[src/hdl/bfha_pkg.sv]
package bfha_pkg;
  localparam int TableEntries = 16;
  localparam int HeaderBytes  = 24;
  localparam int AddrBits     = 24;
  localparam int IdxBits      = $clog2(TableEntries);
  localparam int CntBits      = $clog2(TableEntries + 1);

  typedef logic [AddrBits-1:0] addr_t;
  typedef logic [AddrBits:0]   wide_t;
  typedef logic [AddrBits+1:0] ext_t;
  typedef logic [IdxBits-1:0]  idx_t;
  typedef logic [CntBits-1:0]  cnt_t;

  typedef enum logic [1:0] {
    ST_OK   = 2'd0,
    ST_OOM  = 2'd1,
    ST_ZERO = 2'd2,
    ST_FULL = 2'd3
  } status_t;

  localparam logic CMD_ALLOC = 1'b0;
  localparam logic CMD_FREE  = 1'b1;

  localparam addr_t HdrA = addr_t'(HeaderBytes);
  localparam wide_t HdrW = wide_t'(HeaderBytes);
  localparam addr_t AddrMax = '1;
endpackage

[src/hdl/best_fit_heap_allocator.sv]
// Best-fit heap allocator with coalescing over a 16-entry address-ordered
// free table. One item at a time; in_ready is low while an item is worked.
// Allocate: scan for an exact fit or the smallest block that can be split;
// an exact-fit block is removed by shifting each later entry down, a larger
// block is split, and with no fit the heap top is bumped. Free: scan to find
// the slot, shift entries up, insert, then up to two merge steps (with the
// next, then previous entry) that may shift the tail down. The scan reads
// one table entry per cycle and every shift step moves one entry through the
// single write port of the free table. The result is held in an output
// register; the next item is taken once it has been delivered. heap_limit is
// written through cfg_ while the block is idle; reset value is all ones.
module best_fit_heap_allocator import bfha_pkg::*; (
  input  logic        clk,
  input  logic        rst_n,
  input  logic        in_valid,
  output logic        in_ready,
  input  logic        in_command,
  input  addr_t       in_request_size,
  input  addr_t       in_payload_address,
  output logic        out_valid,
  input  logic        out_ready,
  output addr_t       out_result_address,
  output logic [1:0]  out_status,
  input  logic        cfg_valid,
  output logic        cfg_ready,
  input  addr_t       cfg_heap_limit
);

  typedef enum logic [3:0] {
    S_IDLE, S_ASCAN, S_ASPLIT, S_DROP, S_FSCAN, S_FSHIFT, S_FINS,
    S_MNEXT, S_MPREV_RD, S_MPREV, S_DONE
  } state_t;

  addr_t tb_base [TableEntries];
  addr_t tb_size [TableEntries];

  state_t  state_r;
  cnt_t    cnt_r;
  cnt_t    i_r;
  cnt_t    p_r;
  cnt_t    best_r;
  logic    have_best_r;
  addr_t   best_size_r;
  addr_t   best_base_r;
  logic    cmd_r;
  addr_t   size_r;
  addr_t   base_r;
  addr_t   top_r;
  addr_t   limit_r;
  addr_t   res_r;
  status_t st_r;
  logic    ov_r;
  addr_t   cur_base_r;
  addr_t   cur_size_r;
  cnt_t    drop_r;

  // read path at index i_r (shift steps read neighbouring entries directly)
  idx_t  rd_idx;
  addr_t rd_base, rd_size;
  always_comb begin
    rd_idx = i_r[IdxBits-1:0];
    rd_base = tb_base[rd_idx];
    rd_size = tb_size[rd_idx];
  end

  wide_t hs;
  wide_t end_cur;
  wide_t sum_sz;
  addr_t sat_sum;
  assign hs = {1'b0, size_r} + HdrW;
  assign end_cur = {1'b0, cur_base_r} + HdrW + {1'b0, cur_size_r};
  assign sum_sz = {1'b0, cur_size_r} + HdrW + {1'b0, rd_size};
  assign sat_sum = sum_sz[AddrBits] ? AddrMax : sum_sz[AddrBits-1:0];

  ext_t bump;
  assign bump = {2'b00, top_r} + {1'b0, hs};

  logic       wr_en;
  idx_t       wr_idx;
  addr_t      wr_base, wr_size;

  assign in_ready  = (state_r == S_IDLE) && !ov_r;
  assign cfg_ready = (state_r == S_IDLE);
  assign out_valid = ov_r;
  assign out_result_address = res_r;
  assign out_status = st_r;

  always_comb begin
    wr_en = 1'b0;
    wr_idx = i_r[IdxBits-1:0];
    wr_base = rd_base;
    wr_size = rd_size;
    case (state_r)
      S_ASPLIT: begin
        wr_en = 1'b1;
        wr_idx = best_r[IdxBits-1:0];
        wr_base = best_base_r;
        wr_size = best_size_r - hs[AddrBits-1:0];
      end
      S_DROP: begin
        if (i_r + cnt_t'(1) < cnt_r) begin
          wr_en = 1'b1;
          wr_base = tb_base[IdxBits'(i_r + cnt_t'(1))];
          wr_size = tb_size[IdxBits'(i_r + cnt_t'(1))];
        end
      end
      S_FSHIFT: begin
        if (i_r > p_r) begin
          wr_en = 1'b1;
          wr_base = tb_base[IdxBits'(i_r - cnt_t'(1))];
          wr_size = tb_size[IdxBits'(i_r - cnt_t'(1))];
        end
      end
      S_FINS: begin
        wr_en = 1'b1;
        wr_idx = p_r[IdxBits-1:0];
        wr_base = base_r;
        wr_size = size_r;
      end
      S_MNEXT, S_MPREV: begin
        if (i_r < cnt_r && end_cur == {1'b0, rd_base}) begin
          wr_en = 1'b1;
          wr_idx = p_r[IdxBits-1:0];
          wr_base = cur_base_r;
          wr_size = sat_sum;
        end
      end
      default: ;
    endcase
  end

  always_ff @(posedge clk) begin
    if (wr_en) begin
      tb_base[wr_idx] <= wr_base;
      tb_size[wr_idx] <= wr_size;
    end
  end

  always_ff @(posedge clk) begin
    if (!rst_n) begin
      state_r <= S_IDLE;
      cnt_r <= '0;
      top_r <= '0;
      limit_r <= AddrMax;
      ov_r <= 1'b0;
      i_r <= '0;
    end else begin
      if (cfg_valid && cfg_ready) limit_r <= cfg_heap_limit;
      if (ov_r && out_ready) ov_r <= 1'b0;
      case (state_r)
        S_IDLE: begin
          if (in_valid && in_ready) begin
            cmd_r <= in_command;
            size_r <= in_request_size;
            base_r <= in_payload_address - HdrA;
            i_r <= '0;
            have_best_r <= 1'b0;
            res_r <= '0;
            st_r <= ST_OK;
            if (in_command == CMD_ALLOC) begin
              if (in_request_size == '0) begin
                st_r <= ST_ZERO;
                state_r <= S_DONE;
              end else begin
                state_r <= S_ASCAN;
              end
            end else if (in_payload_address == '0) begin
              state_r <= S_DONE;
            end else if (cnt_r >= cnt_t'(TableEntries)) begin
              st_r <= ST_FULL;
              state_r <= S_DONE;
            end else begin
              state_r <= S_FSCAN;
            end
          end
        end
        S_ASCAN: begin
          if (i_r >= cnt_r) begin
            if (have_best_r) begin
              state_r <= S_ASPLIT;
            end else begin
              if (bump > {2'b00, limit_r}) begin
                st_r <= ST_OOM;
              end else begin
                res_r <= top_r + HdrA;
                top_r <= bump[AddrBits-1:0];
              end
              state_r <= S_DONE;
            end
          end else if ({1'b0, rd_size} > hs) begin
            if (!have_best_r || rd_size < best_size_r) begin
              have_best_r <= 1'b1;
              best_r <= i_r;
              best_size_r <= rd_size;
              best_base_r <= rd_base;
            end
            i_r <= i_r + cnt_t'(1);
          end else if (rd_size >= size_r) begin
            res_r <= rd_base + HdrA;
            drop_r <= i_r;
            state_r <= S_DROP;
          end else begin
            i_r <= i_r + cnt_t'(1);
          end
        end
        S_ASPLIT: begin
          res_r <= best_base_r + HdrA + (best_size_r - hs[AddrBits-1:0]) + HdrA;
          state_r <= S_DONE;
        end
        S_DROP: begin
          if (i_r + cnt_t'(1) < cnt_r) begin
            i_r <= i_r + cnt_t'(1);
          end else begin
            cnt_r <= cnt_r - cnt_t'(1);
            if (cmd_r == CMD_ALLOC) state_r <= S_DONE;
            else if (drop_r == p_r + cnt_t'(1)) begin
              i_r <= p_r - cnt_t'(1);
              state_r <= (p_r != '0) ? S_MPREV_RD : S_DONE;
            end else state_r <= S_DONE;
          end
        end
        S_FSCAN: begin
          if (i_r < cnt_r && rd_base <= base_r) begin
            i_r <= i_r + cnt_t'(1);
          end else begin
            p_r <= i_r;
            i_r <= cnt_r;
            state_r <= S_FSHIFT;
          end
        end
        S_FSHIFT: begin
          if (i_r > p_r) i_r <= i_r - cnt_t'(1);
          else state_r <= S_FINS;
        end
        S_FINS: begin
          cnt_r <= cnt_r + cnt_t'(1);
          cur_base_r <= base_r;
          cur_size_r <= size_r;
          i_r <= p_r + cnt_t'(1);
          state_r <= S_MNEXT;
        end
        S_MNEXT: begin
          if (i_r < cnt_r && end_cur == {1'b0, rd_base}) begin
            drop_r <= i_r;
            state_r <= S_DROP;
          end else if (p_r != '0) begin
            i_r <= p_r - cnt_t'(1);
            state_r <= S_MPREV_RD;
          end else state_r <= S_DONE;
        end
        S_MPREV_RD: begin
          // load previous entry, then current entry is read at i_r
          cur_base_r <= rd_base;
          cur_size_r <= rd_size;
          i_r <= p_r;
          p_r <= p_r - cnt_t'(1);
          state_r <= S_MPREV;
        end
        S_MPREV: begin
          if (i_r < cnt_r && end_cur == {1'b0, rd_base}) begin
            drop_r <= '0;
            state_r <= S_DROP;
          end else state_r <= S_DONE;
        end
        S_DONE: begin
          ov_r <= 1'b1;
          state_r <= S_IDLE;
        end
        default: state_r <= S_IDLE;
      endcase
    end
  end

endmodule

[config.mk]
export PLATFORM = sky130hd
export DESIGN_NAME = best_fit_heap_allocator
export DESIGN_NICKNAME = d
export VERILOG_FILES = /design/src/hdl/bfha_pkg.sv /design/src/hdl/best_fit_heap_allocator.sv
export SDC_FILE = /design/constraint.sdc
export NUM_CORES = 2
export LEC_CHECK = 0
export BUFFER_PORTS_ARGS = -buffer_cell sky130_fd_sc_hd__buf_2
export CAP_MARGIN = 5
export CORE_ASPECT_RATIO = 1.25
export CORE_MARGIN = 10
export CORE_UTILIZATION = 55
export DETAILED_ROUTE_END_ITERATION = 12
export PLACE_DENSITY = 0.76
export SETUP_SLACK_MARGIN = 0.05
export SLEW_MARGIN = 20
export SYNTH_ARGS = -nofsm -noshare
export SYNTH_HDL_FRONTEND = slang
export SYNTH_SLANG_ARGS = --single-unit
[constraint.sdc]
create_clock -name clk -period 31 [get_ports clk]
set_clock_uncertainty 0.1 [all_clocks]
set_input_delay 6.2 -clock clk [delete_from_list [all_inputs] [get_ports clk]]
set_output_delay 6.2 -clock clk [all_outputs]
set_load 0.02 [all_outputs]
==> flow_metrics.env <==
export IMPL_rsz0062_at_grt="no"
export IMPL_syn_avg_cell_area_sq_um=14.4
export IMPL_period_share_pct=28.3
export IMPL_final_cell_mix="954 x edfxtp_1, 687 x mux4_2, 327 x ha_1, 254 x nand2_1, 202 x inv_1"
export IMPL_r2r_end="tb_size[6][23]"
export IMPL_hold_violations=0
export IMPL_synth_enable_flop_cells=954
export IMPL_slew_limit_headroom_pct=12.9
export IMPL_postCtsHoldBufs=0
export IMPL_whs_path_depth=2
export IMPL_grt_max_degree=146
export IMPL_layout_drive_gt1_share_pct=25.8
export IMPL_drt_iter0_drc=6386
export IMPL_antenna_found_initial=1
export IMPL_outcome="finished, final reports clean"
export IMPL_hold_class="register to register"
export IMPL_ys_seq_area_share_pct=46.8
export IMPL_tritoncts="built"
export IMPL_syn_num_nets=4861
export IMPL_r2r_slack_ns=22.84
export IMPL_syn_cell_area_sq_um=64100
export IMPL_wl_microns=207000
export IMPL_firstDrtPassIters=6
export IMPL_synth_warnings=0
export IMPL_fp_dieH_microns=402
export IMPL_antennaDiodeCount=0
export IMPL_leakage_nw=24.1
export IMPL_antenna_left=0
export IMPL_vias=45043
export IMPL_initial_core_util_pct=55.2
export IMPL_ctsResizeCount=0
export IMPL_synth_top_flop_cell="edfxtp_1"
export IMPL_final_nets=4911
export IMPL_async_reset_ff_share_pct=0
export IMPL_post_route_util_pct=60.5
export IMPL_place_gp_congestion=0.999
export IMPL_io_buffers=106
export IMPL_wire_per_inst_microns=33.7
export IMPL_critPathLaunchType="register"
export IMPL_worstPathRequired_ns=24.70
export IMPL_critPathKind="register to output pin"
export IMPL_grt_pass1_wl_microns=302000
export IMPL_setup_viol=0
export IMPL_fin_setup_tns_ns=0
export IMPL_die_x_microns=325
export IMPL_overflow=0
export IMPL_die_area_sq_um=131000
export IMPL_ios=107
export IMPL_grt_pass1_vias=44782
export IMPL_vias_per_cell=7.33
export IMPL_final_common_cell="edfxtp_1"
export IMPL_drc=0
export IMPL_maxCapViolations=0
export IMPL_design_area_sq_um=70200
export IMPL_track_usage_pct=31.0
export IMPL_cts_root_buf="clkbuf_16"
export IMPL_worstPathMaxFanout=21
export IMPL_clk_pin_slew_ns=0.06
export IMPL_worstMarginPinSlew_ns=1.30
export IMPL_cp_arrival_ns=2.48
export IMPL_post_cts_setup_buffer_count=0
export IMPL_endpoint="in_ready"
export IMPL_power_mw=8.11
export IMPL_vdd_drop_max_mv=0.0876
export IMPL_syn_inst=4449
export IMPL_crit_start="state_r[1]"
export IMPL_clk_path_buf_depth=3
export IMPL_ys_ff_latch=1021
export IMPL_dp_hpwl_microns=137000
export IMPL_synth_cell_type_count=96
export IMPL_cts_sinks=1021
export IMPL_slew_violations=0
export IMPL_area_growth_pct=9.50
export IMPL_htree_levels=3
export IMPL_rows=140
export IMPL_cts_made_buffers=99
export IMPL_post_route_min_period_ns=8.78
export IMPL_crit_path_end_kind="output pin"
export IMPL_power_density_nw_per_um2=115
export IMPL_coreArea_sq_um=116000
export IMPL_clock_latency_ns=0.74
export IMPL_rr_worst_depth=18
export IMPL_fmax_ghz=0.114
export IMPL_placed_cell_area_sq_um=66600
[kinds of logic after synthesis]
| family | count (synthesis) | share of synthesized area, % |
|---|---|---|
| adders and majority gates | 334 | 6.59 |
| AOI/OAI and AO/OA | 835 | 8.70 |
| DFF | 1021 | 46.8 |
| and+or+nand+nor | 789 | 5.99 |
| buffers and inverters | 472 | 3.08 |
| xor gates and xnor gates | 198 | 2.70 |
| muxes | 800 | 26.2 |
[per-layer routing]
metal / GRT usage (%) / share of wire [%]
met5: 0 / 0
met4: 20.2 / 7.6
met3: 6.58 / 12
met2: 49.0 / 47
met1: 38.8 / 34
[worst max-delay path: stages (launching register included)]
cell,delay [ns]
dfxtp_1,0.56
nor2_1,0.56
nand2_1,0.29
nor2_1,0.16
buf_2,0.19
[Yosys cell counts, types with 54 or more instances]
master    instances  area [sq um]
a21o_1           77           578
a21oi_1         184           921
buf_1            55           206
clkbuf_1        161           604
dfxtp_1          67          1340
edfxtp_1        954         28600
ha_1            328          4100
inv_1           203           762
mux2i_1          92           921
mux4_2          687         15500
nand2_1         254           953
nand3_1          54           270
nor2_1          165           619
nor2b_1          64           400
nor3_1           62           310
o21ai_0         189           946
xnor2_1         135          1180
xor2_1           63           552
[sequential cells by signal, indices dropped and copies added, names as in the netlist, 2 cells and up, named ones only]
name / count
base_r: 24
best_base_r: 24
best_r: 4
best_size_r: 24
cnt_r: 5
cur_base_r: 24
cur_size_r: 24
drop_r: 5
i_r: 5
limit_r: 24
out_result_address: 24
out_status: 2
p_r: 5
size_r: 24
state_r: 4
tb_base: 384
tb_size: 384
top_r: 24
[through the flow]
step	std cells	hold WS [ns]	worst slack, ns
after floorplan	4449	0.353	20.40
after global placement	5960	0.394	21.98
after detailed placement	5960	0.399	21.99
after CTS	6145	0.409	22.31
after global routing	6145	0.426	22.10
final	6145	0.403	22.22
[area by class of cell]
cell class              instances  area [sq um]
fillers                      8420         45900
multi-input cells            2956         32600
flip-flops and latches       1021         30000
clock buffers                 117          2640
well taps                    1562          1950
repair buffers                213          1360
clock inverters                68           903
inverters                     208           796
[power breakdown]
group          total (mW)  switching (mW)  internal, mW
clock network        1.32           0.567         0.758
registers            2.29           0.204          2.09
logic                4.50            2.68          1.81
[worst min path at each step]
stage / slack (ns) / startpoint / to
floorplan: 0.35 / top_r[22] / top_r[22]
global placement: 0.39 / limit_r[0] / limit_r[0]
detailed placement: 0.40 / limit_r[18] / limit_r[18]
CTS: 0.41 / limit_r[18] / limit_r[18]
global route: 0.43 / limit_r[7] / limit_r[7]
finish: 0.40 / limit_r[18] / limit_r[18]
No activity file was read; power rests on OpenSTA's default activity.
